### src/rtl/sfod_pkg.sv
package sfod_pkg;

    localparam int DEF_MAX_BAND_BINS  = 64;
    localparam int DEF_RING_DEPTH     = 43;
    localparam int DEF_DIVISION_COUNT = 5;

    localparam int MAG_W       = 16;
    localparam int FLUX_W      = 22;
    localparam int LEVEL_W     = 16;
    localparam int SENS_W      = 15;
    localparam int SENS_FRAC   = 12;
    localparam int REFR_W      = 8;
    localparam int GATE_W      = 15;
    localparam int DECAY_W     = 16;
    localparam int ENV_W       = 16;
    localparam int HOPS_W      = 12;
    localparam int COUNT_W     = 32;
    localparam int CFG_INDEX_W = 2;
    localparam int CFG_DATA_W  = 16;

    localparam logic [FLUX_W-1:0]  FLUX_MAX    = '1;
    localparam logic [SENS_W-1:0]  SENS_MIN    = 15'd4096;
    localparam logic [SENS_W-1:0]  SENS_MAX    = 15'd16384;
    localparam logic [SENS_W-1:0]  SENS_RESET  = 15'd6554;
    localparam logic [REFR_W-1:0]  REFR_RESET  = 8'd20;
    localparam logic [GATE_W-1:0]  GATE_MAX    = 15'd16384;
    localparam logic [GATE_W-1:0]  GATE_RESET  = 15'd0;
    localparam logic [DECAY_W-1:0] DECAY_RESET = 16'd64153;
    // epsilon 1e-5 in Q0.28
    localparam int unsigned        EPS_Q28     = 2684;

    typedef enum logic [CFG_INDEX_W-1:0] {
        REG_SENSITIVITY = 2'd0,
        REG_REFRACTORY  = 2'd1,
        REG_NOISE_GATE  = 2'd2,
        REG_ENV_DECAY   = 2'd3
    } cfg_index_t;

    typedef struct packed {
        logic [SENS_W-1:0]  sensitivity;
        logic [REFR_W-1:0]  refractory_hops;
        logic [GATE_W-1:0]  noise_gate;
        logic [DECAY_W-1:0] env_decay;
    } cfg_t;

    typedef struct packed {
        logic [FLUX_W-1:0]  flux;
        logic [LEVEL_W-1:0] raw_level;
        logic               material_gate;
    } hop_t;

    typedef struct packed {
        logic [FLUX_W-1:0]  flux;
        logic [FLUX_W-1:0]  mean;
        logic [LEVEL_W-1:0] raw_level;
        logic               material_gate;
    } hop_stat_t;

endpackage

### src/rtl/sfod_fire_stage.sv
module sfod_fire_stage #(
    parameter int DIVISION_COUNT = sfod_pkg::DEF_DIVISION_COUNT
) (
    input  logic                         clk,
    input  logic                         rst_n,
    input  sfod_pkg::cfg_t               cfg,
    input  logic                         stat_valid,
    output logic                         stat_ready,
    input  sfod_pkg::hop_stat_t          stat,
    output logic                         result_valid,
    input  logic                         result_ready,
    output logic                         fired,
    output logic [sfod_pkg::FLUX_W-1:0]  flux_value,
    output logic [sfod_pkg::FLUX_W-1:0]  flux_mean,
    output logic                         refractory_blocked,
    output logic [sfod_pkg::ENV_W-1:0]   envelope,
    output logic [DIVISION_COUNT-1:0]    division_toggles,
    output logic [sfod_pkg::COUNT_W-1:0] onset_total
);
    import sfod_pkg::*;

    localparam int ThrW = FLUX_W + SENS_W + 1;

    logic                      t_valid_reg;
    logic [ThrW-1:0]           t_thr_reg;
    hop_stat_t                 t_stat_reg;

    logic [HOPS_W-1:0]         hops_reg;
    logic [ENV_W-1:0]          env_reg;
    logic [COUNT_W-1:0]        count_reg;
    logic [DIVISION_COUNT-1:0] toggle_reg;

    logic                      result_valid_reg;
    logic                      fired_reg;
    logic [FLUX_W-1:0]         flux_reg;
    logic [FLUX_W-1:0]         mean_reg;
    logic                      blocked_reg;

    logic                      out_free;
    logic                      t_leave;
    logic [HOPS_W-1:0]         hops_inc;
    logic                      blocked;
    logic                      above;
    logic                      fire;
    logic [COUNT_W-1:0]        count_inc;
    logic [DIVISION_COUNT-1:0] flip;
    logic [2*ENV_W-1:0]        env_prod;
    logic [ENV_W-1:0]          env_fire;

    assign out_free   = !result_valid_reg || result_ready;
    assign t_leave    = t_valid_reg && out_free;
    assign stat_ready = !t_valid_reg || out_free;

    always_comb
    begin
        hops_inc  = (hops_reg == '1) ? hops_reg : hops_reg + 1'b1;
        blocked   = hops_inc <= HOPS_W'(cfg.refractory_hops);
        above     = ThrW'({t_stat_reg.flux, {SENS_FRAC{1'b0}}}) > t_thr_reg;
        fire      = above && !blocked && t_stat_reg.material_gate
                    && (t_stat_reg.raw_level >= LEVEL_W'(cfg.noise_gate));
        count_inc = count_reg + 1'b1;
        flip      = '0;
        for (int d = 0; d < DIVISION_COUNT; d++)
        begin
            flip[d] = (count_inc & COUNT_W'((64'd1 << d) - 64'd1)) == '0;
        end
        env_prod = {{ENV_W{1'b0}}, env_reg} * {{(2*ENV_W-DECAY_W){1'b0}}, cfg.env_decay};
        // full scale times decay, shifted down
        env_fire = ENV_W'(cfg.env_decay >> 1);
    end

    always_ff @(posedge clk)
    begin
        if (stat_valid && stat_ready)
        begin
            t_thr_reg  <= ThrW'(stat.mean) * ThrW'(cfg.sensitivity) + ThrW'(EPS_Q28);
            t_stat_reg <= stat;
        end
        if (t_leave)
        begin
            fired_reg   <= fire;
            flux_reg    <= t_stat_reg.flux;
            mean_reg    <= t_stat_reg.mean;
            blocked_reg <= blocked;
        end
    end

    always_ff @(posedge clk or negedge rst_n)
    begin
        if (!rst_n)
        begin
            t_valid_reg      <= 1'b0;
            result_valid_reg <= 1'b0;
            hops_reg         <= '1;
            env_reg          <= '0;
            count_reg        <= '0;
            toggle_reg       <= '0;
        end
        else
        begin
            if (stat_valid && stat_ready)
            begin
                t_valid_reg <= 1'b1;
            end
            else if (t_leave)
            begin
                t_valid_reg <= 1'b0;
            end

            if (t_leave)
            begin
                result_valid_reg <= 1'b1;
                hops_reg         <= fire ? '0 : hops_inc;
                env_reg          <= fire ? env_fire : env_prod[2*ENV_W-1:ENV_W];
                if (fire)
                begin
                    count_reg  <= count_inc;
                    toggle_reg <= toggle_reg ^ flip;
                end
            end
            else if (result_ready)
            begin
                result_valid_reg <= 1'b0;
            end
        end
    end

    assign result_valid       = result_valid_reg;
    assign fired              = fired_reg;
    assign flux_value         = flux_reg;
    assign flux_mean          = mean_reg;
    assign refractory_blocked = blocked_reg;
    assign envelope           = env_reg;
    assign division_toggles   = toggle_reg;
    assign onset_total        = count_reg;

    assert property (@(posedge clk) disable iff (!rst_n)
        (result_valid_reg && fired_reg) |-> !blocked_reg)
        else $error("onset fired inside refractory window");

    assert property (@(posedge clk) disable iff (!rst_n)
        (t_leave && fire) |=> (hops_reg == '0 && count_reg == $past(count_inc)))
        else $error("fire did not restart hop count or bump onset total");

endmodule

### config.mk
export PLATFORM = sky130hd
export DESIGN_NAME = sfod_fire_stage
export DESIGN_NICKNAME = d
export VERILOG_FILES = /design/src/rtl/sfod_pkg.sv /design/src/rtl/sfod_fire_stage.sv
export SDC_FILE = /design/constraint.sdc
export NUM_CORES = 2
export LEC_CHECK = 0
export BUFFER_PORTS_ARGS = -buffer_cell sky130_fd_sc_hd__clkbuf_2
export CAP_MARGIN = 0
export CORE_MARGIN = 4
export CORE_UTILIZATION = 25
export DETAILED_ROUTE_END_ITERATION = 8
export PLACE_DENSITY_LB_ADDON = 0.1
export SETUP_SLACK_MARGIN = 0.15
export SYNTH_ARGS = -nofsm -noshare
export SYNTH_HDL_FRONTEND = slang
export SYNTH_SLANG_ARGS = --single-unit
export TNS_END_PERCENT = 100
### constraint.sdc
create_clock -name clk -period 15.09 [get_ports clk]
set_input_delay 3.018 -clock clk [delete_from_list [all_inputs] [get_ports clk]]
set_output_delay 3.018 -clock clk [all_outputs]
set_load 0.05 [all_outputs]
After elaboration in Yosys (flattened, before gate mapping)
Index checks and enable logic that the tools add are counted.

Bits in registers: 212. Input port bits: 119. Output and inout bits: 101. Word-level logic and storage cells: 49.

Add/sub/neg operators: 3. Multipliers: 2. Magnitude comparators: 3. Eq/ne operators: 1. Multiplexer cells: 7. Bitwise operators: 1. Reductions and logical operators: 17.

Operators by type and width (number): $logic_not 32->1 (4); $add 37x12->38 const B (1); $gt 34x38->1 (1); $mul 22x15->37 (1); $add 32x1->32 const B (1); $mul 16x16->32 (1); $mux 12 (2); $ge 16x15->1 (1); $mux 16 (1); $add 12x1->12 const B (1); $eq 12x12->1 const B (1); $le 12x8->1 (1); $logic_and 1x1->1 (5); $xor 5x5->5 (1); $mux 1 (4); $reduce_bool 2->1 (2); $logic_not 1->1 (3); $logic_or 1x1->1 (2); $reduce_and 2->1 (1).

Depth between registers and ports, before layout
Depth after elaboration: 8. Gate-level depth with buffers: 25. Mapped depth without buffers: 23.

Least setup slack after synthesis
No wires, ideal clock.

Path type: input to register. From: input stat[27] in the netlist's numbering. To: register t_thr_reg[37] (data pin). Setup time: 260 ps. Arrival time: 8654 ps. Data required time: 14830 ps. Path slack: 6177 ps. Stages: 24. Buffers on the path: 2. Cell sequence: clkbuf_1 > nand2_1 > fa_1 > fa_1 > inv_1 > fa_1 > inv_1 > fa_1 > inv_1 > fa_1 > inv_1 > fa_1 > inv_1 > ha_1 > clkbuf_1 > nand4_1 > o21ai_0 > nor2_1 > a211oi_1 > o21ai_0 > a311oi_1 > a211o_1 > a21oi_1 > xnor2_1.

Cells in the longest elaborated chain, start to end: 2.

Ends and longest elaborated chain: start: declaration (line sfod_fire_stage.sv:9) `input sfod_pkg::hop_stat_t stat,`; $mul 22x15->37 (line sfod_fire_stage.sv:76) `t_thr_reg <= ThrW'(stat.mean) * ThrW'(cfg.sensitivity) + ThrW'(EPS_Q28);`; $add 37x12->38 (line sfod_fire_stage.sv:76); end signal: assignment (line sfod_fire_stage.sv:76); end: declaration (line sfod_fire_stage.sv:25) `logic [ThrW-1:0] t_thr_reg;`.

Every way passes these cells. A chain may end at the register's enable or synchronous reset.

Worst setup path after layout
From: input cfg[42] in the netlist's numbering. To: register t_thr_reg[35] (data pin).

Cells in the longest elaborated chain, start to end: 2.

Ends and longest elaborated chain: start: declaration (line sfod_fire_stage.sv:6) `input sfod_pkg::cfg_t cfg,`; $mul 22x15->37 (line sfod_fire_stage.sv:76); $add 37x12->38 (line sfod_fire_stage.sv:76).

Every way passes these cells.

==> metrics.md <==
| Metric | Value |
|---|---|
| Vias in the first global route | `between 20,000 and 25,000` |
| Max reg flops | `61` |
| Nets@finish | `between 3,000 and 4,000` |
| Startpoint Class | `primary input` |
| Hold path depth | `0` |
| Worst-Margin Slew | `between 1 and 1.5 ns` |
| Post-DR wirelength/cell | `19.0 µm` |
| Synth warnings | `0` |
| Die Y | `roughly 340 µm` |
| RSZ-0062 raised after global routing | `no` |
| Area grow syn2layout | `13.2%` |
| Initial drt markers | `roughly 800` |
| Crit-path leading delay family | `adder cells` |
| Initial core utilization | `about a quarter` |
| Final GP Congestion | `between 0.8 and 0.9` |
| GR Overflow Total | `0` |
| Unique masters post-synth | `61` |
| CTS Root Cell | `clkbuf_16` |
| CP arrival | `a little under 10 ns` |
| Via-to-Cell Ratio | `between 4 and 5` |
| Detail Route Antenna Nets | `0` |
| Synthesized area | `~28,000 µm²` |
| DRC | `0` |
| ANT cells | `0` |
| Worst hold endpoint | `flux_mean[13]` |
| Row count | `around 120` |
| Synth Instances | `2,816` |
| Worst Setup End Kind | `flip-flop` |
| Worst Path Buf+Inv | `7` |
| Postcts setup bufs | `0` |
| Worst-Skew Late Latency | `between 0.5 and 0.6 ns` |
| Hold Path Class | `reg2reg` |
| Reg2reg setup slack | `~8 ns` |
| Rel. slew slack | `about a quarter` |
| Crit-path max FO | `22` |
| CTS tree | `built` |
| Port Buf Inserts | `219` |
| Final setup viols | `0` |
| Worst stage delay on the critical path | `roughly 0.59 ns` |
| Layout cells sized above 1 | `a little over a tenth` |
| First-pass GRT wire length | `about 130,000 µm` |
| Hold Buf Count CTS | `0` |
| Initial antenna violation count | `4` |
| Core Box Area | `around 110,000 µm²` |
| Fin crit share | `between 60% and 70%` |
| Critical path cell sequence | `clkbuf_2 -> and2_1 -> fa_1 -> inv_1 -> fa_1 -> inv_1 -> fa_1 -> inv_1 -> fa_1 -> inv_1 -> fa_1 -> inv_1 -> fa_1 -> inv_1 -> ha_1 -> nand4_1 -> nor3_1 -> nor2_1 -> a211oi_1 -> o21ai_0 -> a311oi_1 -> a21o_1 -> a21oi_1 -> xnor2_1` |
| Final Hold Viols | `0` |
| Clock tree buffer depth | `3` |
| Setup CP Type | `in2reg` |
| Final WL | `between 80,000 and 90,000 µm` |
| Tot GR Track Use | `about 15%` |
| Die W | `~340 µm` |
| Max-Cap Viols | `0` |
| DP Wirelength | `64,100 µm` |
| CP required | `~15 ns` |
| Hold Crit Start | `t_stat_reg[30]` |
| Final Max Slew Viols | `0` |
| RR Startpoint | `envelope[8]` |
| Setup tns final | `0 ns` |
| Worst path slowest cell | `a311oi_1` |
| Top_reg_cell synth | `edfxtp_1` |
| Syn nets | `roughly 3,700` |
| Post-synth ARST share | `between 30% and 40%` |
| Largest net degree at the start of global routing | `roughly 70` |
| Number of flops mapped to enable cells by yosys | `around 150` |
| Clock Sinks | `212` |
| R2R Path End | `envelope[13]` |
| Status | `complete, no violations` |
| Drt pass-1 iters | `5` |
| FF-to-FF path depth | `20` |
| # resized after CTS | `0` |
| Htree depth | `2` |
| Via Count | `19,600` |
| Number of synthesized register bits | `212` |
| Top Ports | `220` |
| DIE AREA | `between 100,000 and 150,000 µm²` |
| Max Fclk | `approximately 0.11 GHz` |
| Clock skew | `between 0.02 and 0.03 ns` |
| Total CTS buffers | `34` |
| Syn Area/Cell | `9.84 µm²` |
| Final period demand of the worst path | `approximately 9.4 ns` |
| Clock-pin slew on the worst setup and hold paths | `~0.06 ns` |
| Post-synthesis sequential area ratio | `a little over a fifth` |
[cell usage after synthesis, types with 10 or more instances]
| cell type | number | area share, % |
|---|---|---|
| inv_1 | 598 | 8.1 |
| nand4_1 | 24 | 0.54 |
| xor2_1 | 28 | 0.89 |
| o21ai_0 | 45 | 0.81 |
| nor3_1 | 15 | 0.27 |
| xnor2_1 | 57 | 1.8 |
| nand3_1 | 44 | 0.80 |
| clkbuf_1 | 108 | 1.5 |
| fa_1 | 460 | 33 |
| a21oi_1 | 66 | 1.2 |
| o211ai_1 | 10 | 0.27 |
| nand2_1 | 398 | 5.4 |
| dfstp_2 | 12 | 1.1 |
| and2_1 | 255 | 5.8 |
| and3_1 | 19 | 0.43 |
| nand2b_1 | 10 | 0.23 |
| nor2_1 | 47 | 0.64 |
| dfrtp_1 | 55 | 5.0 |
| edfxtp_1 | 145 | 16 |
| a21o_1 | 28 | 0.76 |
| ha_1 | 264 | 12 |
| o21a_1 | 11 | 0.30 |
[cell usage in the layout (no fill, tap or decap), types with 28 or more instances in the layout]
master | netlist | final
inv_1 | 598 | 597
fa_1 | 460 | 460
nand2_1 | 398 | 398
ha_1 | 264 | 264
and2_1 | 255 | 254
clkbuf_2 | 0 | 218
edfxtp_1 | 145 | 145
a21oi_1 | 66 | 66
xnor2_1 | 57 | 57
dfrtp_1 | 55 | 55
nor2_1 | 47 | 47
o21ai_0 | 45 | 45
nand3_1 | 44 | 44
clkbuf_16 | 0 | 34
a21o_1 | 28 | 28
xor2_1 | 28 | 28
[cell type report]
| cell class | count | area (µm²) |
|---|---|---|
| fillers | 11600 | 78100 |
| multi-input cells | 1888 | 19000 |
| flip-flops and latches | 212 | 6050 |
| inverters | 598 | 2250 |
| well taps | 1476 | 1850 |
| repair buffers | 237 | 1230 |
| clock buffers | 43 | 885 |
| clock inverters | 18 | 136 |
[per-layer routing]
layer	GRT usage, %	share of wire, %	vias to the layer above
li1	-	-	8991
met1	21.4	48	10100
met2	24.2	46	407
met3	2.07	3.9	100
met4	3.22	2.0	0
met5	0	0	-
[per-stage QoR]
| stage | hold WS (ns) | setup WS (ns) | utilization [%] | cell area [µm²] | instances |
|---|---|---|---|---|---|
| after global routing | 0.421 | 5.33 | 28.6 | 31300 | 4472 |
| after global placement | 0.403 | 5.09 | 27.7 | 30300 | 4411 |
| after CTS | 0.417 | 5.72 | 28.6 | 31300 | 4472 |
| after detailed placement | 0.405 | 5.10 | 27.7 | 30300 | 4411 |
| after floorplan | 0.400 | 6.18 | - | 27700 | 2816 |
| final | 0.416 | 5.72 | 28.6 | 31300 | 4472 |
[kinds of logic after synthesis]
kind of cell / Yosys count / synth area share (%)
mux: 8 / 0.298
fa+ha+maj: 724 / 45.2
compound gates: 216 / 4.96
buf+inv: 716 / 9.76
flops: 212 / 21.8
simple gates: 853 / 15.2
xor+xnor: 87 / 2.81
[worst max-delay path by stage]
stage          depth (start not counted)            end  slack [ns]  startpoint
3_3_place_gp                          24  t_thr_reg[37]        5.09     cfg[42]
4_1_cts                               24  t_thr_reg[35]        5.72     cfg[42]
3_5_place_dp                          24  t_thr_reg[35]        5.10     cfg[42]
6_report                              24  t_thr_reg[35]        5.72     cfg[42]
2_1_floorplan                         24  t_thr_reg[37]        6.18    stat[27]
5_1_grt                               24  t_thr_reg[35]        5.33     cfg[42]
[worst register-to-register path: stages, from the launching register on]
cell and delay, ns:
dfrtp_1 1.03, nand2_1 0.21, fa_1 0.61, fa_1 0.45, fa_1 0.49, fa_1 0.50, inv_1 0.06, fa_1 0.54
inv_1 0.06, fa_1 0.54, inv_1 0.05, ha_1 0.30, nand4_1 0.10, a211oi_1 0.23, a21oi_1 0.12, a21bo_2 0.29
o21a_1 0.27, o21ai_0 0.36, a2111oi_0 0.13, or3_1 0.38, a21oi_1 0.14
Power is not shown: default switching activity piles up to over one toggle a cycle in this logic, so the estimate is an artifact.
