--- config.mk ---
export PLATFORM = sky130hd
export DESIGN_NAME = sfod_flux_ring
export DESIGN_NICKNAME = d
export VERILOG_FILES = /design/src/rtl/sfod_pkg.sv /design/src/rtl/sfod_flux_ring.sv
export SDC_FILE = /design/constraint.sdc
export NUM_CORES = 2
export LEC_CHECK = 0
export BUFFER_PORTS_ARGS = -buffer_cell sky130_fd_sc_hd__buf_4
export CAP_MARGIN = 20
export CELL_PAD_IN_SITES_DETAIL_PLACEMENT = 0
export CELL_PAD_IN_SITES_GLOBAL_PLACEMENT = 1
export CORE_MARGIN = 4
export CORE_UTILIZATION = 49
export CTS_BUF_LIST = sky130_fd_sc_hd__clkbuf_2 sky130_fd_sc_hd__clkbuf_4 sky130_fd_sc_hd__clkbuf_8
export DETAILED_ROUTE_END_ITERATION = 16
export GPL_ROUTABILITY_DRIVEN = 0
export PLACE_DENSITY_LB_ADDON = 0.1
export SYNTH_ARGS = -nofsm -noshare
export SYNTH_HDL_FRONTEND = slang
export SYNTH_SLANG_ARGS = --single-unit
--- constraint.sdc ---
create_clock -name clk -period 6.4 [get_ports clk]
set_clock_uncertainty 0.1 [all_clocks]
set_input_delay 0.32 -clock clk [delete_from_list [all_inputs] [get_ports clk]]
set_output_delay 0.32 -clock clk [all_outputs]
set_load 0.03 [all_outputs]
--- src/rtl/sfod_pkg.sv ---
package sfod_pkg;

    localparam int DEF_MAX_BAND_BINS  = 64;
    localparam int DEF_RING_DEPTH     = 43;
    localparam int DEF_DIVISION_COUNT = 5;

    localparam int MAG_W       = 16;
    localparam int FLUX_W      = 22;
    localparam int LEVEL_W     = 16;
    localparam int SENS_W      = 15;
    localparam int SENS_FRAC   = 12;
    localparam int REFR_W      = 8;
    localparam int GATE_W      = 15;
    localparam int DECAY_W     = 16;
    localparam int ENV_W       = 16;
    localparam int HOPS_W      = 12;
    localparam int COUNT_W     = 32;
    localparam int CFG_INDEX_W = 2;
    localparam int CFG_DATA_W  = 16;

    localparam logic [FLUX_W-1:0]  FLUX_MAX    = '1;
    localparam logic [SENS_W-1:0]  SENS_MIN    = 15'd4096;
    localparam logic [SENS_W-1:0]  SENS_MAX    = 15'd16384;
    localparam logic [SENS_W-1:0]  SENS_RESET  = 15'd6554;
    localparam logic [REFR_W-1:0]  REFR_RESET  = 8'd20;
    localparam logic [GATE_W-1:0]  GATE_MAX    = 15'd16384;
    localparam logic [GATE_W-1:0]  GATE_RESET  = 15'd0;
    localparam logic [DECAY_W-1:0] DECAY_RESET = 16'd64153;
    // epsilon 1e-5 in Q0.28
    localparam int unsigned        EPS_Q28     = 2684;

    typedef enum logic [CFG_INDEX_W-1:0] {
        REG_SENSITIVITY = 2'd0,
        REG_REFRACTORY  = 2'd1,
        REG_NOISE_GATE  = 2'd2,
        REG_ENV_DECAY   = 2'd3
    } cfg_index_t;

    typedef struct packed {
        logic [SENS_W-1:0]  sensitivity;
        logic [REFR_W-1:0]  refractory_hops;
        logic [GATE_W-1:0]  noise_gate;
        logic [DECAY_W-1:0] env_decay;
    } cfg_t;

    typedef struct packed {
        logic [FLUX_W-1:0]  flux;
        logic [LEVEL_W-1:0] raw_level;
        logic               material_gate;
    } hop_t;

    typedef struct packed {
        logic [FLUX_W-1:0]  flux;
        logic [FLUX_W-1:0]  mean;
        logic [LEVEL_W-1:0] raw_level;
        logic               material_gate;
    } hop_stat_t;

endpackage

--- src/rtl/sfod_flux_ring.sv ---
module sfod_flux_ring #(
    parameter int RING_DEPTH = sfod_pkg::DEF_RING_DEPTH
) (
    input  logic                clk,
    input  logic                rst_n,
    input  logic                hop_valid,
    output logic                hop_ready,
    input  sfod_pkg::hop_t      hop,
    output logic                stat_valid,
    input  logic                stat_ready,
    output sfod_pkg::hop_stat_t stat
);
    import sfod_pkg::*;

    localparam int SumW = FLUX_W + $clog2(RING_DEPTH);
    localparam int PtrW = $clog2(RING_DEPTH);
    localparam longint unsigned RecipL = (longint'(1) << SumW) / RING_DEPTH;
    localparam logic [SumW-1:0] Recip   = SumW'(RecipL);
    localparam logic [SumW-1:0] DepthS  = SumW'(RING_DEPTH);
    localparam logic [PtrW-1:0] PtrLast = PtrW'(RING_DEPTH - 1);

    logic [FLUX_W-1:0]  ring_mem [RING_DEPTH];
    logic [FLUX_W-1:0]  old_reg;
    logic [PtrW-1:0]    ptr_reg;
    logic [PtrW-1:0]    ptr_next;
    logic               wrapped_reg;
    logic [SumW-1:0]    sum_reg;

    logic               a_valid_reg;
    logic [2*SumW-1:0]  a_prod_reg;
    logic [SumW-1:0]    a_sum_reg;
    hop_t               a_hop_reg;

    logic               b_valid_reg;
    hop_stat_t          b_stat_reg;

    logic               b_free;
    logic               a_leave;
    logic               h_leave;
    logic [FLUX_W-1:0]  old_flux;
    logic [SumW-1:0]    q_est;
    logic [SumW-1:0]    q_times_d;
    logic [SumW-1:0]    rem;
    logic               corr;

    assign b_free    = !b_valid_reg || stat_ready;
    assign a_leave   = a_valid_reg && b_free;
    assign hop_ready = !a_valid_reg || b_free;
    assign h_leave   = hop_valid && hop_ready;

    assign old_flux = wrapped_reg ? old_reg : '0;

    always_comb
    begin
        if (h_leave)
        begin
            ptr_next = (ptr_reg == PtrLast) ? '0 : ptr_reg + 1'b1;
        end
        else
        begin
            ptr_next = ptr_reg;
        end
    end

    // floor(sum / depth): reciprocal estimate is low by at most one
    assign q_est     = a_prod_reg[2*SumW-1:SumW];
    assign q_times_d = q_est * DepthS;
    assign rem       = a_sum_reg - q_times_d;
    assign corr      = rem >= DepthS;

    // entry at the next pointer is prefetched so it is ready for the next hop
    always_ff @(posedge clk)
    begin
        old_reg <= ring_mem[ptr_next];
        if (h_leave)
        begin
            ring_mem[ptr_reg] <= hop.flux;
        end
    end

    always_ff @(posedge clk)
    begin
        if (h_leave)
        begin
            a_prod_reg <= {{SumW{1'b0}}, sum_reg} * {{SumW{1'b0}}, Recip};
            a_sum_reg  <= sum_reg;
            a_hop_reg  <= hop;
        end
        if (a_leave)
        begin
            b_stat_reg.flux          <= a_hop_reg.flux;
            b_stat_reg.mean          <= q_est[FLUX_W-1:0] + FLUX_W'(corr);
            b_stat_reg.raw_level     <= a_hop_reg.raw_level;
            b_stat_reg.material_gate <= a_hop_reg.material_gate;
        end
    end

    always_ff @(posedge clk or negedge rst_n)
    begin
        if (!rst_n)
        begin
            ptr_reg     <= '0;
            wrapped_reg <= 1'b0;
            sum_reg     <= '0;
            a_valid_reg <= 1'b0;
            b_valid_reg <= 1'b0;
        end
        else
        begin
            ptr_reg <= ptr_next;
            if (h_leave)
            begin
                sum_reg <= sum_reg - SumW'(old_flux) + SumW'(hop.flux);
                if (ptr_reg == PtrLast)
                begin
                    wrapped_reg <= 1'b1;
                end
            end

            if (h_leave)
            begin
                a_valid_reg <= 1'b1;
            end
            else if (a_leave)
            begin
                a_valid_reg <= 1'b0;
            end

            if (a_leave)
            begin
                b_valid_reg <= 1'b1;
            end
            else if (stat_ready)
            begin
                b_valid_reg <= 1'b0;
            end
        end
    end

    assign stat_valid = b_valid_reg;
    assign stat       = b_stat_reg;

    assert property (@(posedge clk) disable iff (!rst_n)
        ptr_reg <= PtrLast)
        else $error("flux ring pointer out of range");

    assert property (@(posedge clk) disable iff (!rst_n)
        a_valid_reg |-> (rem < (DepthS << 1)))
        else $error("mean estimate off by more than one");

endmodule

; ---- Word-level counts from Yosys, hierarchy flattened
; Memories as Yosys holds them, arrays and structs flattened. A register that Yosys moved wholly into a read port is not among the register bits.
; Index checks and enable logic that the tools add are counted.
[word_totals]
register_bits = 216
mem_bits_rw = 946
output_inout_bits = 63
elab_cells = 42
n_memories = 1
[classes]
add_sub_neg = 5
n_mul = 2
magnitude_cmp = 1
eq_ne = 1
muxes = 9
n_reduce_logical = 9
[mem_list]
columns = memory, words, word_bits, read_ports, rd_ports_with_merged_regs, write_ports, line
row1 = ring_mem, 43, 22, 1, 1, 1, sfod_flux_ring.sv:22  ; logic [FLUX_W-1:0] ring_mem [RING_DEPTH];
[op_table]
columns = cell, count
row1 = "multiplier 28 x 23 -> 51 bit, second input constant", 1
row2 = adder 28 x 22 -> 28 bit, 1
row3 = "greater-or-equal comparator 28 x 6 -> 1 bit, second input constant", 1
row4 = "multiplier 23 x 6 -> 28 bit, second input constant", 1
row5 = subtractor 28 x 22 -> 28 bit, 1
row6 = subtractor 28 bit, 1
row7 = adder 22 x 1 -> 22 bit, 1
row8 = 2-to-1 mux 22 bit, 1
row9 = 2-to-1 mux 6 bit, 2
row10 = "adder 6 x 1 -> 6 bit, second input constant", 1
row11 = "== test 6 bit, second input constant", 1
row12 = 2-to-1 mux 1 bit, 6
row13 = nonzero test 2 bit, 2
row14 = logical AND 1 bit, 2
row15 = zero test 1 bit, 2
row16 = logical OR 1 bit, 2
row17 = AND reduction 2 bit, 1

; ---- Logic depth before layout (Yosys ltp)
[depth]
ltp_word = 6
ltp_mapped = 27

; ---- Worst setup path after synthesis
; Ideal clock, no wire load.
[synth_path]
kind = register -> register
from = register sum_reg[3]
to = register a_prod_reg[44], data pin
arrival_time_ns = 6.197
t_required_ns = 6.041
slack_ns = -0.156
stages_incl_launch_ff = 23
n_path_buf = 0
cell_sequence = dfrtp_1 > inv_1 > fa_1 > fa_1 > inv_1 > fa_1 > fa_1 > inv_1 > fa_1 > inv_1 > fa_1 > inv_1 > fa_1 > inv_1 > ha_1 > nand3_1 > a2111oi_0 > o21ai_1 > a31oi_1 > nor3_1 > o21ai_1 > nor4b_1 > a211o_1
[synth_between]
elab_chain_len = 1
[synth_lines]
columns = element, line
row1 = "start, declared", sfod_flux_ring.sv:27  ; logic [SumW-1:0] sum_reg;
row2 = "start signal, assigned", sfod_flux_ring.sv:113  ; sum_reg <= sum_reg - SumW'(old_flux) + SumW'(hop.flux);
row3 = multiplier 28 x 23 -> 51 bit, sfod_flux_ring.sv:85  ; a_prod_reg <= {{SumW{1'b0}}, sum_reg} * {{SumW{1'b0}}, Recip};
row4 = "end signal, assigned", sfod_flux_ring.sv:85
row5 = "end, declared", sfod_flux_ring.sv:30  ; logic [2*SumW-1:0] a_prod_reg;
; No other way between the ends.
; A chain may end at the register's enable or synchronous reset.

; ---- Worst setup path in the final report
[layout_path]
from = register sum_reg[8]
to = register a_prod_reg[40], data pin
; Same word-level chain as after synthesis.

==> impl.org <==
** Finish
- Share of post-route cells with drive strength above 1 :: 0.176
- Final instance area :: 0.0726 mm^2
- The register with the most flip-flops in the layout has 946 of them.
- For this run, the share of the core covered by cells in the final layout is 0.577.
- Number of nets in the layout :: 6466
- Relative to the synthesized area, the layout overhead comes to 16.9%.

** GRT
- For this run the aggregate overflow at the end of global routing stands at 0.
- Initial antenna violation count :: 5
- Number of global-route vias before repair :: 40885
- The first global-routing pass estimated 256 mm of wire.
- In the global route stage, overall resource usage came out at 0.259.
- Pin count of the biggest net entering global routing :: 174

** Setup path
- Crit Path Class :: reg2reg
- Endpoint type of the worst setup path :: flop
- The setup check on the worst reg-to-reg path leaves a slack of -0.12 ns.
- Startpoint Class :: flop
- The slowest stage of the critical path is the fa_1 cell.
- Data on the critical path is required at its endpoint by 6.91 ns.
- List of cells traversed by the critical path :: fa_1, inv_1, fa_1, inv_1, fa_1, fa_1, inv_1, fa_1, fa_1, inv_1, fa_1, ha_1, nand4_1, buf_4, a2111oi_4, o21ai_4, a31oi_4, o31ai_4, buf_6, o21bai_4, a21oi_2, xnor2_1
- Most Frequent Cell on Critical Path :: fa_1
- Slowest Stage Delay on Critical Path :: 0.54 ns
- Arrival @ worst endpoint :: 7.03 ns
- Largest fanout on the critical path :: 6

** Drt
- The detail route stage leaves a number of antenna-violating nets equal to 0.
- Detailed router's first-iteration violation count :: 3411
- Detailed routing inserted a total of 40855 vias.
- Post-DR wirelength/cell :: 23.0 um
- TritonRoute pass-1 iters :: 5
- After detailed routing, the number of vias per cell comes to 5.47.
- Summed over all layers, the routed wires come to 172 mm.
- For this run, design rule violations remaining after detail routing come to 0.

** Yosys
- The share of the Yosys chip area taken by registers is 0.553.
- Number of standard cells after synthesis :: 5125
- Nets in the synthesized netlist :: 5915
- The synthesized design contains 1156 register bits.
- In the synthesized netlist the async set-or-reset flop fraction comes to 0.0320.
- In this run the cell area of the synthesized design comes to 0.0621 mm^2.
- During synthesis, Yosys emitted a total of 0 warnings.
- Number of enable-type register cells in the synthesized netlist :: 1097
- Leading register cell type out of synthesis :: edfxtp_1
- Synth Area per Inst :: 12.1 um^2
- Yosys cell types :: 83

** Timing
- Setup violations remaining at the end of the flow were counted as 9.
- Share of the clock period used by the worst path :: 1.02
- Setup slack on the critical path of the routed design comes to -0.122 ns.
- Fmax achieved :: 153 MHz
- The hold violation count in the final report was 0.
- Final Slew Violations :: 0
- Relative max-transition margin :: 0.292
- RSZ-0062 raised after global routing :: yes
- Clock period minus final worst setup slack :: 6.52 ns
- At the pin with the least slew margin, the transition time is 1.05 ns.

** Floorplanning
- The floorplan step set the die width to 364 um.
- Core area :: 0.126 mm^2
- Vertical die dimension :: 364 um
- The initial utilization of the core area, before any placement, comes to 0.494.
- IO Pins :: 106
- The die covers 0.132 mm^2.
- In this run the core area contains 130 standard-cell rows.

** Clocking
- Level count of the clock H-tree :: 4
- The clock drives 1156 sinks.
- Insertion delay to the later sink of the worst-skew pair :: 0.91 ns
- TritonCTS built the clock tree.
- Clock-pin slew was measured on the worst setup and hold paths at 0.06 ns.
- Max Root-Sink Buffers :: 3
- TritonCTS buffer count :: 190
- Clock root buffer :: clkbuf_8

** Placement
- Final HPWL from detailed placement :: 111 mm
- The placed instances occupy a cell area of 0.0672 mm^2.
- Buffers placed on the I/O ports in this run total 105.

** Run status
- Outcome :: finished with violations
- Violations in the final reports :: negative setup slack

** Run
- Across the run, the number of max-cap violations was 0.

** Min path
- Worst min path class :: in2reg
-- cells by family (layout without fill, tap and decap cells) --
group	Yosys count	count (layout)	share of synthesized area
muxes	7	7	0.00115
AOI/OAI and AO/OA	606	606	0.0695
adders and majority gates	747	747	0.193
other	0	4	0
buffers and inverters	907	1601	0.0570
and+or+nand+nor	1622	1622	0.116
DFF	1156	1156	0.553
xor gates and xnor gates	80	80	0.0113
-- synth_stat cells, types with 5 or more instances --
library cell,n,share of area
edfxtp_1,1097,0.53
nand2_1,890,0.054
inv_1,675,0.041
nand3_1,435,0.035
ha_1,397,0.080
fa_1,350,0.11
clkbuf_1,145,0.0088
a311oi_1,135,0.019
nor2_1,100,0.0060
and2_1,94,0.0095
a21oi_1,86,0.0069
o21ai_0,74,0.0060
a211oi_1,72,0.0087
buf_2,57,0.0046
a31oi_1,55,0.0055
xnor2_1,52,0.0073
a21o_1,41,0.0050
dfrtp_1,37,0.015
o211ai_1,31,0.0037
o21ai_1,31,0.0025
xor2_1,28,0.0040
dfxtp_1,22,0.0071
nor3_1,21,0.0017
buf_4,16,0.0019
nand4_1,16,0.0016
nand2b_1,13,0.0013
buf_1,10,0.00060
and3_1,9,0.00091
nor2b_1,8,0.00081
o21a_1,8,0.00097
mux2i_1,6,0.00097
a2111oi_0,5,0.00071
a211o_1,5,0.00071
nand3b_1,5,0.00060
nor3b_1,5,0.00060
o22ai_1,5,0.00050
o31ai_1,5,0.00060
-- timing repair --
item | 4_1_cts | 5_1_grt
pin swaps | 23 | 67
setup endpoints to repair | 31 | 36
hold buffers | 62 | 0
gates resized for setup | 83 | 88
setup buffers | 13 | 20
endpoints found under the hold margin | 979 | 0
-- cell usage in the layout, fill, tap and decap left out, types with 72 or more instances in the layout --
cell type / count
ha_1: 380
fa_1: 345
a211oi_1: 72
and2_1: 93
clkbuf_8: 198
nand3_1: 430
edfxtp_1: 1097
nand2_1: 886
buf_4: 500
a311oi_1: 135
inv_1: 656
-- per-stage QoR --
step / worst slack [ns] / setup TNS [ns] / hold WS [ns] / instances
5_1_grt: -0.367 / -4.49 / 0.187 / 7472
3_5_place_dp: -0.709 / -10.59 / 0.255 / 7041
2_1_floorplan: 0.00162 / 0 / -0.0756 / 5125
6_report: -0.122 / -0.622 / 0.222 / 7473
3_3_place_gp: -0.569 / -8.40 / 0.256 / 7041
4_1_cts: -0.200 / -1.44 / 0.116 / 7450
-- routing by layer --
layer	wire length, um	up-vias	track usage
met3	10600	232	0.0423
met4	4560	2	0.0768
met5	13	-	0
met2	84100	1257	0.436
met1	72300	20411	0.350
li1	-	18953	-
-- layout make-up --
| type | instances | area [um^2] |
|---|---|---|
| fill | 10490 | 53200 |
| sequential | 1156 | 34300 |
| multi-input combinational | 3062 | 25100 |
| timing repair buffer | 587 | 4810 |
| clock buffer | 257 | 3170 |
| inverter | 679 | 2570 |
| tap | 1650 | 2060 |
| clock inverter | 78 | 484 |
| antenna | 4 | 10.0 |
-- path summary, 6_finish.rpt --
kind / start / end / cells past startpoint
worst max-delay path: sum_reg[8]$_DFFE_PN0P_ / a_prod_reg[40]$_DFFE_PP_ / 22
worst min-delay path: stat_ready / stat_valid$_DFFE_PN0P_ / 4
worst max register to register: sum_reg[8]$_DFFE_PN0P_ / a_prod_reg[40]$_DFFE_PP_ / 22
worst min register to register: a_hop_reg[9]$_DFFE_PP_ / stat[9]$_DFFE_PP_ / 0
max in group asynchronous: rst_n / sum_reg[20]$_DFFE_PN0P_ / 4
min in group asynchronous: rst_n / ptr_reg[1]$_DFF_PN0_ / 4
-- critical path: cells and delay by family, from the launching register on --
kind            cells  cell delay, ns
flops               1            0.46
fa+ha+maj           8            3.71
simple gates        1            0.21
compound gates      6            1.04
xor+xnor            1            0.13
buf+inv             6            0.58
Power is left out: the tool's default activity adds up to more than one toggle a clock period on the data nets, which glitch-free logic cannot reach.
