### src/rtl/sfod_pkg.sv
package sfod_pkg;

    localparam int DEF_MAX_BAND_BINS  = 64;
    localparam int DEF_RING_DEPTH     = 43;
    localparam int DEF_DIVISION_COUNT = 5;

    localparam int MAG_W       = 16;
    localparam int FLUX_W      = 22;
    localparam int LEVEL_W     = 16;
    localparam int SENS_W      = 15;
    localparam int SENS_FRAC   = 12;
    localparam int REFR_W      = 8;
    localparam int GATE_W      = 15;
    localparam int DECAY_W     = 16;
    localparam int ENV_W       = 16;
    localparam int HOPS_W      = 12;
    localparam int COUNT_W     = 32;
    localparam int CFG_INDEX_W = 2;
    localparam int CFG_DATA_W  = 16;

    localparam logic [FLUX_W-1:0]  FLUX_MAX    = '1;
    localparam logic [SENS_W-1:0]  SENS_MIN    = 15'd4096;
    localparam logic [SENS_W-1:0]  SENS_MAX    = 15'd16384;
    localparam logic [SENS_W-1:0]  SENS_RESET  = 15'd6554;
    localparam logic [REFR_W-1:0]  REFR_RESET  = 8'd20;
    localparam logic [GATE_W-1:0]  GATE_MAX    = 15'd16384;
    localparam logic [GATE_W-1:0]  GATE_RESET  = 15'd0;
    localparam logic [DECAY_W-1:0] DECAY_RESET = 16'd64153;
    // epsilon 1e-5 in Q0.28
    localparam int unsigned        EPS_Q28     = 2684;

    typedef enum logic [CFG_INDEX_W-1:0] {
        REG_SENSITIVITY = 2'd0,
        REG_REFRACTORY  = 2'd1,
        REG_NOISE_GATE  = 2'd2,
        REG_ENV_DECAY   = 2'd3
    } cfg_index_t;

    typedef struct packed {
        logic [SENS_W-1:0]  sensitivity;
        logic [REFR_W-1:0]  refractory_hops;
        logic [GATE_W-1:0]  noise_gate;
        logic [DECAY_W-1:0] env_decay;
    } cfg_t;

    typedef struct packed {
        logic [FLUX_W-1:0]  flux;
        logic [LEVEL_W-1:0] raw_level;
        logic               material_gate;
    } hop_t;

    typedef struct packed {
        logic [FLUX_W-1:0]  flux;
        logic [FLUX_W-1:0]  mean;
        logic [LEVEL_W-1:0] raw_level;
        logic               material_gate;
    } hop_stat_t;

endpackage

### src/rtl/sfod_bin_stage.sv
module sfod_bin_stage #(
    parameter int MAX_BAND_BINS = sfod_pkg::DEF_MAX_BAND_BINS
) (
    input  logic                         clk,
    input  logic                         rst_n,
    input  logic                         bin_valid,
    output logic                         bin_ready,
    input  logic [sfod_pkg::MAG_W-1:0]   magnitude,
    input  logic                         last_bin,
    input  logic [sfod_pkg::LEVEL_W-1:0] raw_level,
    input  logic                         material_gate,
    output logic                         hop_valid,
    input  logic                         hop_ready,
    output sfod_pkg::hop_t               hop
);
    import sfod_pkg::*;

    localparam int PosW  = (MAX_BAND_BINS > 1) ? $clog2(MAX_BAND_BINS) : 1;
    localparam int FillW = $clog2(MAX_BAND_BINS + 1);
    localparam logic [PosW-1:0] LastPos = PosW'(MAX_BAND_BINS - 1);

    logic [MAG_W-1:0]   frame_mem [MAX_BAND_BINS];

    logic [PosW-1:0]    pos_reg;
    logic [FillW-1:0]   fill_reg;
    logic [FLUX_W-1:0]  acc_reg;

    logic               s1_valid_reg;
    logic [PosW-1:0]    s1_pos_reg;
    logic [MAG_W-1:0]   s1_mag_reg;
    logic               s1_last_reg;
    logic [LEVEL_W-1:0] s1_raw_reg;
    logic               s1_gate_reg;
    logic [MAG_W-1:0]   rd_data_reg;
    logic               rd_known_reg;
    logic               fwd_reg;
    logic [MAG_W-1:0]   fwd_mag_reg;

    logic               hop_valid_reg;
    hop_t               hop_reg;

    logic               hop_free;
    logic               s1_leave;
    logic               accept;
    logic [MAG_W-1:0]   prev;
    logic [MAG_W-1:0]   rise;
    logic [FLUX_W:0]    acc_sum;
    logic [FLUX_W-1:0]  flux_sat;

    assign hop_free  = !hop_valid_reg || hop_ready;
    assign s1_leave  = s1_valid_reg && (!s1_last_reg || hop_free);
    assign bin_ready = !s1_valid_reg || s1_leave;
    assign accept    = bin_valid && bin_ready;

    always_comb
    begin
        if (fwd_reg)
        begin
            prev = fwd_mag_reg;
        end
        else if (rd_known_reg)
        begin
            prev = rd_data_reg;
        end
        else
        begin
            prev = '0;
        end
        rise     = (s1_mag_reg > prev) ? s1_mag_reg - prev : '0;
        acc_sum  = {1'b0, acc_reg} + (FLUX_W + 1)'(rise);
        flux_sat = acc_sum[FLUX_W] ? FLUX_MAX : acc_sum[FLUX_W-1:0];
    end

    // previous-frame store: read on accept, written back when the bin retires
    always_ff @(posedge clk)
    begin
        if (accept)
        begin
            rd_data_reg <= frame_mem[pos_reg];
        end
        if (s1_leave)
        begin
            frame_mem[s1_pos_reg] <= s1_mag_reg;
        end
    end

    always_ff @(posedge clk)
    begin
        if (accept)
        begin
            s1_pos_reg   <= pos_reg;
            s1_mag_reg   <= magnitude;
            s1_last_reg  <= last_bin;
            s1_raw_reg   <= raw_level;
            s1_gate_reg  <= material_gate;
            rd_known_reg <= FillW'(pos_reg) < fill_reg;
            fwd_reg      <= s1_valid_reg && (s1_pos_reg == pos_reg);
            fwd_mag_reg  <= s1_mag_reg;
        end
        if (s1_leave && s1_last_reg)
        begin
            hop_reg.flux          <= flux_sat;
            hop_reg.raw_level     <= s1_raw_reg;
            hop_reg.material_gate <= s1_gate_reg;
        end
    end

    always_ff @(posedge clk or negedge rst_n)
    begin
        if (!rst_n)
        begin
            pos_reg       <= '0;
            fill_reg      <= '0;
            acc_reg       <= '0;
            s1_valid_reg  <= 1'b0;
            hop_valid_reg <= 1'b0;
        end
        else
        begin
            if (accept)
            begin
                s1_valid_reg <= 1'b1;
                if (last_bin)
                begin
                    pos_reg <= '0;
                end
                else if (pos_reg != LastPos)
                begin
                    pos_reg <= pos_reg + 1'b1;
                end
            end
            else if (s1_leave)
            begin
                s1_valid_reg <= 1'b0;
            end

            if (s1_leave)
            begin
                acc_reg <= s1_last_reg ? '0 : flux_sat;
                if (FillW'(s1_pos_reg) == fill_reg)
                begin
                    fill_reg <= fill_reg + 1'b1;
                end
            end

            if (s1_leave && s1_last_reg)
            begin
                hop_valid_reg <= 1'b1;
            end
            else if (hop_ready)
            begin
                hop_valid_reg <= 1'b0;
            end
        end
    end

    assign hop_valid = hop_valid_reg;
    assign hop       = hop_reg;

    // bins are written in order from position zero, so a held bin never skips past the fill mark
    assert property (@(posedge clk) disable iff (!rst_n)
        s1_valid_reg |-> (FillW'(s1_pos_reg) <= fill_reg))
        else $error("bin position beyond previous-frame fill mark");

endmodule

### config.mk
export PLATFORM = sky130hd
export DESIGN_NAME = sfod_bin_stage
export DESIGN_NICKNAME = d
export VERILOG_FILES = /design/src/rtl/sfod_pkg.sv /design/src/rtl/sfod_bin_stage.sv
export SDC_FILE = /design/constraint.sdc
export NUM_CORES = 1
export LEC_CHECK = 0
export BUFFER_PORTS_ARGS = -buffer_cell sky130_fd_sc_hd__buf_4
export CAP_MARGIN = 30
export CORE_ASPECT_RATIO = 0.5
export CORE_MARGIN = 2
export CORE_UTILIZATION = 39
export DETAILED_ROUTE_END_ITERATION = 8
export GPL_TIMING_DRIVEN = 0
export PLACE_DENSITY = 0.53
export RECOVER_POWER = 50
export SLEW_MARGIN = 0
export SYNTH_ARGS = -nofsm -noshare
export SYNTH_HDL_FRONTEND = slang
export SYNTH_SLANG_ARGS = --single-unit
export TNS_END_PERCENT = 50
### constraint.sdc
create_clock -name clk -period 14.02 [get_ports clk]
set_clock_uncertainty 0.15 [all_clocks]
set_input_delay 1.402 -clock clk [delete_from_list [all_inputs] [get_ports clk]]
set_output_delay 1.402 -clock clk [all_outputs]
set_load 0.03 [all_outputs]
; ---- Word-level counts from Yosys, hierarchy flattened
; Memories as Yosys holds them, arrays and structs flattened. A register that Yosys moved wholly into a read port is not among the register bits.
; Index checks and enable logic that the tools add are counted.
[classes]
add_sub_neg = 4
n_eq_ne = 3
n_mux = 13
reduce_logical = 15
order_cmp = 2
[ops]
columns = cell, n
row1 = 16-bit 2-to-1 mux, 3
row2 = 22-bit 2-to-1 mux, 2
row3 = 22-bit by 16-bit adder with 23-bit output, 1
row4 = 16-bit greater-than comparator, 1
row5 = 16-bit subtractor, 1
row6 = 6-bit 2-to-1 mux, 2
row7 = "7-bit by 1-bit adder with 7-bit output, second input constant", 1
row8 = 6-bit by 7-bit == test with 1-bit output, 1
row9 = 6-bit by 7-bit less-than comparator with 1-bit output, 1
row10 = "6-bit by 1-bit adder with 6-bit output, second input constant", 1
row11 = 6-bit == test, 1
row12 = 1-bit 2-to-1 mux, 6
row13 = "6-bit != test, second input constant", 1
row14 = 2-bit nonzero test, 3
row15 = 1-bit logical AND, 4
row16 = 2-bit AND reduction, 2
row17 = 1-bit logical NOT, 3
row18 = 1-bit logical OR, 3
[totals]
wordCells = 54
mem_bits_rw = 1024
reg_bits = 134
out_inout_bits = 41
mem_count = 1
input_bits = 38
[memory_table]
columns = name, depth, width, read_ports, rd_ports_with_merged_regs, wr, line_no
row1 = frame_mem, 64, 16, 1, 1, 1, sfod_bin_stage.sv:22  ; logic [MAG_W-1:0] frame_mem [MAX_BAND_BINS];

; ---- Depth between registers and ports, before layout
[depth]
ltp_word = 7
depth_mapped = 22
mapped_depth_nobuf = 19

; ---- Worst setup path after synthesis
; No wires, ideal clock.
[synth_timing]
path_type = register -> register
from = register s1_mag_reg[0]
to = register hop_reg (netlist bit hop[36]), data pin
t_required_ns = 13.606
path_stages_with_launch = 21
t_arrival_ns = 5.059
setup_time_ns = 0.264
n_path_buf = 3
path_slack_ns = 8.548
synth_period_minus_slack_ns = 5.472
path_cell_list = edfxtp_1 > inv_1 > ha_1 > inv_1 > fa_1 > a21o_1 > a21oi_1 > o211ai_1 > or3_1 > nand3_1 > buf_2 > nor2_1 > ha_1 > fa_1 > a21o_1 > a221o_1 > o21ai_1 > a211o_1 > buf_2 > buf_2 > nand3_1
[synth_between]
elab_chain_cells = 4
elab_cells_between_ends = 5
classes_between = add/sub (2) / order compare (1) / mux (2)
[synth_rtl]
columns = item, line_no
row1 = from (decl), sfod_bin_stage.sv:30  ; logic [MAG_W-1:0] s1_mag_reg;
row2 = from (signal assigned), sfod_bin_stage.sv:92  ; s1_mag_reg <= magnitude;
row3 = 16-bit subtractor or 16-bit greater-than comparator (tied branches), sfod_bin_stage.sv:69  ; rise = (s1_mag_reg > prev) ? s1_mag_reg - prev : '0;
row4 = 16-bit 2-to-1 mux (*), sfod_bin_stage.sv:69
row5 = 22-bit by 16-bit adder with 23-bit output (*), sfod_bin_stage.sv:70  ; acc_sum = {1'b0, acc_reg} + (FLUX_W + 1)'(rise);
row6 = 22-bit 2-to-1 mux (*), sfod_bin_stage.sv:71  ; flux_sat = acc_sum[FLUX_W] ? FLUX_MAX : acc_sum[FLUX_W-1:0];
row7 = named net flux_sat[19], sfod_bin_stage.sv:48  ; logic [FLUX_W-1:0] flux_sat;
row8 = to (decl), sfod_bin_stage.sv:40  ; hop_t hop_reg;
; The timed path passes the listed nets; every way through them passes the cells marked *.
; A chain may end at the register's enable or synchronous reset.

; ---- Final worst setup path
[layout_timing]
from = register fwd_reg
to = register hop_reg (netlist bit hop[36]), data pin
[layout_between]
elab_chain_cells = 5
elab_cells_between_ends = 6
classes_between = add/sub (2) / order compare (1) / mux (3)
[layout_rtl]
columns = item, line_no
row1 = from (decl), sfod_bin_stage.sv:36  ; logic fwd_reg;
row2 = from (signal assigned), sfod_bin_stage.sv:97  ; fwd_reg <= s1_valid_reg && (s1_pos_reg == pos_reg);
row3 = 16-bit 2-to-1 mux (*), sfod_bin_stage.sv:57  ; if (fwd_reg)
row4 = 16-bit subtractor or 16-bit greater-than comparator (tied branches), sfod_bin_stage.sv:69
row5 = 16-bit 2-to-1 mux (*), sfod_bin_stage.sv:69
row6 = 22-bit by 16-bit adder with 23-bit output (*), sfod_bin_stage.sv:70
row7 = 22-bit 2-to-1 mux (*), sfod_bin_stage.sv:71
row8 = named net flux_sat[19], sfod_bin_stage.sv:48
; Marked as above.

==> flow_metrics.py <==
metrics = {
    "floorplanning": {
        "die_y_um": 248,
        "die_w_um": 493,
        "dieArea_um2": 122000,
        "boundaryPins": 79,
        "start_util_pct": 39.4,
        "coreArea_um2": 118000,
        "row_count": 89,
    },
    "worst_setup_path": {
        "r2r-start": "fwd_reg$_DFFE_PP_",
        "rr_worst_depth": 22,
        "cp_slowest_stage_delay_ns": 0.51,
        "worstSetupPathType": "reg2reg",
        "timing.rr.end": "hop[36]$_DFFE_PP_",
        "crit_fanout": 10,
        "critPathSlowestCell": "nor2b_1",
        "crit_required_ns": 14.31,
        "path_cells": "clkbuf_1, nor2b_1, a22o_1, ha_1, inv_1, fa_1, a21o_1, a21oi_1, o211ai_1, or3_1, nand3_1, buf_2, nor2_1, ha_1, fa_1, a21o_1, a221o_1, o21ai_1, a211o_1, buf_2, buf_2, nand3_1",
        "endpoint_kind": "register",
        "cp-start-kind": "register",
        "crit_family": "compound AO/OA/AOI/OAI gates",
        "cp_common_cell": "buf_2",
        "crit_buf_inv": 5,
        "cp.arrival_ns": 7.15,
        "r2r_slack_ns": 7.16,
    },
    "logic_synthesis": {
        "ys_types": 62,
        "syn_inst": 2190,
        "synth_warnings": 0,
        "synthTopCellsByCount": "edfxtp_1 (1137), mux4_2 (320), nor2_1 (106), nand2_1 (74), clkbuf_1 (52)",
        "synth.most_common_cell": "edfxtp_1",
        "post_synth.cell_area_avg_um2": 21.3,
        "ys.flop_type": "edfxtp_1",
        "syn_area_um2": 46600,
        "ys_seq_area_share_pct": 75.3,
        "synth_top_area_share_pct": 73.3,
        "syn_nets": 2269,
        "synth_area_leaders": "edfxtp_1 (73%), mux4_2 (15%), dfrtp_1 (2.0%)",
        "synth_top_cell_by_area": "edfxtp_1",
        "synth-seq-cells": 1174,
        "synth_edf_count": 1137,
        "async_reset_ff_share_pct": 3.15,
    },
    "power": {
        "ir_worst_vdd_uv": 102,
        "powerDensity_nw_per_um2": 148,
        "p_leak_nw": 17.0,
    },
    "finish": {
        "largest_reg_flops": 1024,
        "layout-drive-gt1-share_pct": 28.5,
        "design_area_um2": 54100,
        "syn_to_final_growth_pct": 16.2,
        "antennaDiodeCount": 0,
        "fin_nets": 2572,
        "final_util_pct": 45.8,
        "n_fill_cell": 9869,
    },
    "clocking": {
        "root_buffer": "clkbuf_16",
        "post_cts_resized": 0,
        "ctsHoldBuffers": 0,
        "cts_tree": "built",
        "clkLatencyLatePin_ns": 0.71,
        "htreeDepth": 3,
        "post_cts_buffers": 0,
        "cts.sinks": 1174,
        "clockBufferDepth": 3,
        "clk_pin_slew_ns": 0.06,
        "cts_buffers": 107,
    },
    "grt": {
        "overflow": 0,
        "antenna_found_initial": 2,
        "grt_max_degree": 70,
        "grtUsageTotal_pct": 20.3,
        "grt_pass1_vias": 23150,
        "grt_pass1_wl_um": 174000,
    },
    "drt": {
        "routed_wl_um": 123000,
        "ant_nets": 0,
        "drtIter0Drc": 2790,
        "routed_via_density": 5.60,
        "drc": 0,
        "drt-pass1-iter-count": 5,
        "avgRoutedWirePerCell_um": 29.5,
        "vias": 23310,
    },
    "sta": {
        "slew_headroom_pct": -153,
        "fin_crit_sh_pct": 49.0,
        "hold_viol_final": 0,
        "period_minus_slack_ns": 6.86,
        "tightest_slew_ns": 3.80,
        "slew_violations": 206,
        "setup_viol": 0,
        "rsz0062_at_grt": "no",
        "setup_tns_ns": 0,
        "fin_ws_ns": 7.16,
        "fmax_mhz": 146,
    },
    "placement": {
        "port_buffers": 78,
        "dpl_cell_area_um2": 51700,
        "dp_hpwl_um": 86500,
        "pre_cts_ws_ns": 7.08,
        "place.gp.congestion": 0.863,
    },
    "min_path": {
        "min_to": "hop[8]$_DFFE_PP_",
        "hold_start": "s1_raw_reg[7]$_DFFE_PP_",
        "hold_path.class": "reg2reg",
        "holdPathStages": 0,
    },
    "run": {
        "maxCapViolations": 5,
    },
    "status": {
        "status": "finished with violations",
        "violations": "max-capacitance violations, max-slew violations",
    },
}
power breakdown:
part | switching [mW] | leakage (nW) | internal, mW | total [mW]
clock network | 1.28 | 1.61 | 1.56 | 2.84
registers | 0.0469 | 10.8 | 3.95 | 4.00
logic | 0.689 | 4.59 | 0.482 | 1.17
how the worst max path moves through the flow:
| stage | startpoint | end | slack (ns) | cells after the start |
|---|---|---|---|---|
| global route | fwd_reg$_DFFE_PP_ | hop[36]$_DFFE_PP_ | 6.70 | 22 |
| CTS | fwd_reg$_DFFE_PP_ | hop[36]$_DFFE_PP_ | 7.06 | 22 |
| finish | fwd_reg$_DFFE_PP_ | hop[36]$_DFFE_PP_ | 7.16 | 22 |
| global placement | s1_mag_reg[2]$_DFFE_PP_ | hop[36]$_DFFE_PP_ | 6.56 | 17 |
| floorplan | s1_mag_reg[0]$_DFFE_PP_ | hop[36]$_DFFE_PP_ | 8.55 | 20 |
| detailed placement | fwd_reg$_DFFE_PP_ | hop[36]$_DFFE_PP_ | 7.08 | 22 |
kinds of logic (layout without fill, tap and decap cells):
logic type	after synthesis	after routing	synth area share, %
DFF	1174	1174	75.3
muxes	332	332	15.7
and+or+nand+nor	279	279	2.75
AOI/OAI and AO/OA	198	198	2.93
buffers and inverters	128	507	1.40
adders and majority gates	41	41	1.13
xor gates and xnor gates	38	38	0.715
area by class of cell:
| class | count | area [µm²] | share of cell area, % |
|---|---|---|---|
| Buffer | 108 | 576 | 1.06 |
| Clock buffer | 126 | 2750 | 5.08 |
| Clock inverter | 59 | 524 | 0.969 |
| Inverter | 20 | 75.1 | 0.139 |
| Multi-Input combinational cell | 888 | 11000 | 20.4 |
| Sequential cell | 1174 | 35100 | 64.8 |
| Tap cell | 1592 | 1990 | 3.68 |
| Timing Repair Buffer | 194 | 2100 | 3.88 |
through the flow:
step | hold slack (ns) | total power, mW | std cells
after detailed placement | 0.255 | 5.29 | 3972
after global placement | 0.251 | 5.23 | 3860
after floorplan | 0.250 | 4.84 | 2190
after CTS | 0.268 | 8.11 | 4157
after global routing | 0.275 | 8.30 | 4161
final | 0.266 | 8.01 | 4161
per-layer routing:
layer  vias to the layer above  track usage (%)  wire, µm
li1                       9789                -         -
met5                         -                0         0
met2                       845             31.2     56000
met1                     12512             30.2     55400
met3                       164             3.59      8710
met4                         0             4.64      2790
placed cells by master (no fill, tap or decap), types with 9 or more instances in the layout:
cell	synthesis	final
nor2_2	0	63
a22o_1	15	15
a21o_1	12	12
xor2_1	11	11
dfrtp_1	37	37
clkbuf_4	0	32
a21oi_1	38	38
buf_2	22	22
buf_8	0	48
buf_4	2	44
a22oi_1	39	39
clkbuf_1	52	116
buf_16	0	21
nor2_1	106	41
nand2_1	74	74
edfxtp_1	1137	1137
nand4_1	12	12
clkinv_2	0	22
nand2b_1	10	10
o21ai_0	27	27
buf_6	18	23
ha_1	39	39
nand3_1	24	24
mux4_2	320	320
buf_1	14	14
bufinv_16	0	9
clkinv_1	0	22
xnor2_1	27	27
inv_1	20	20
clkbuf_16	0	107
Power figures use the tool's default switching activity.
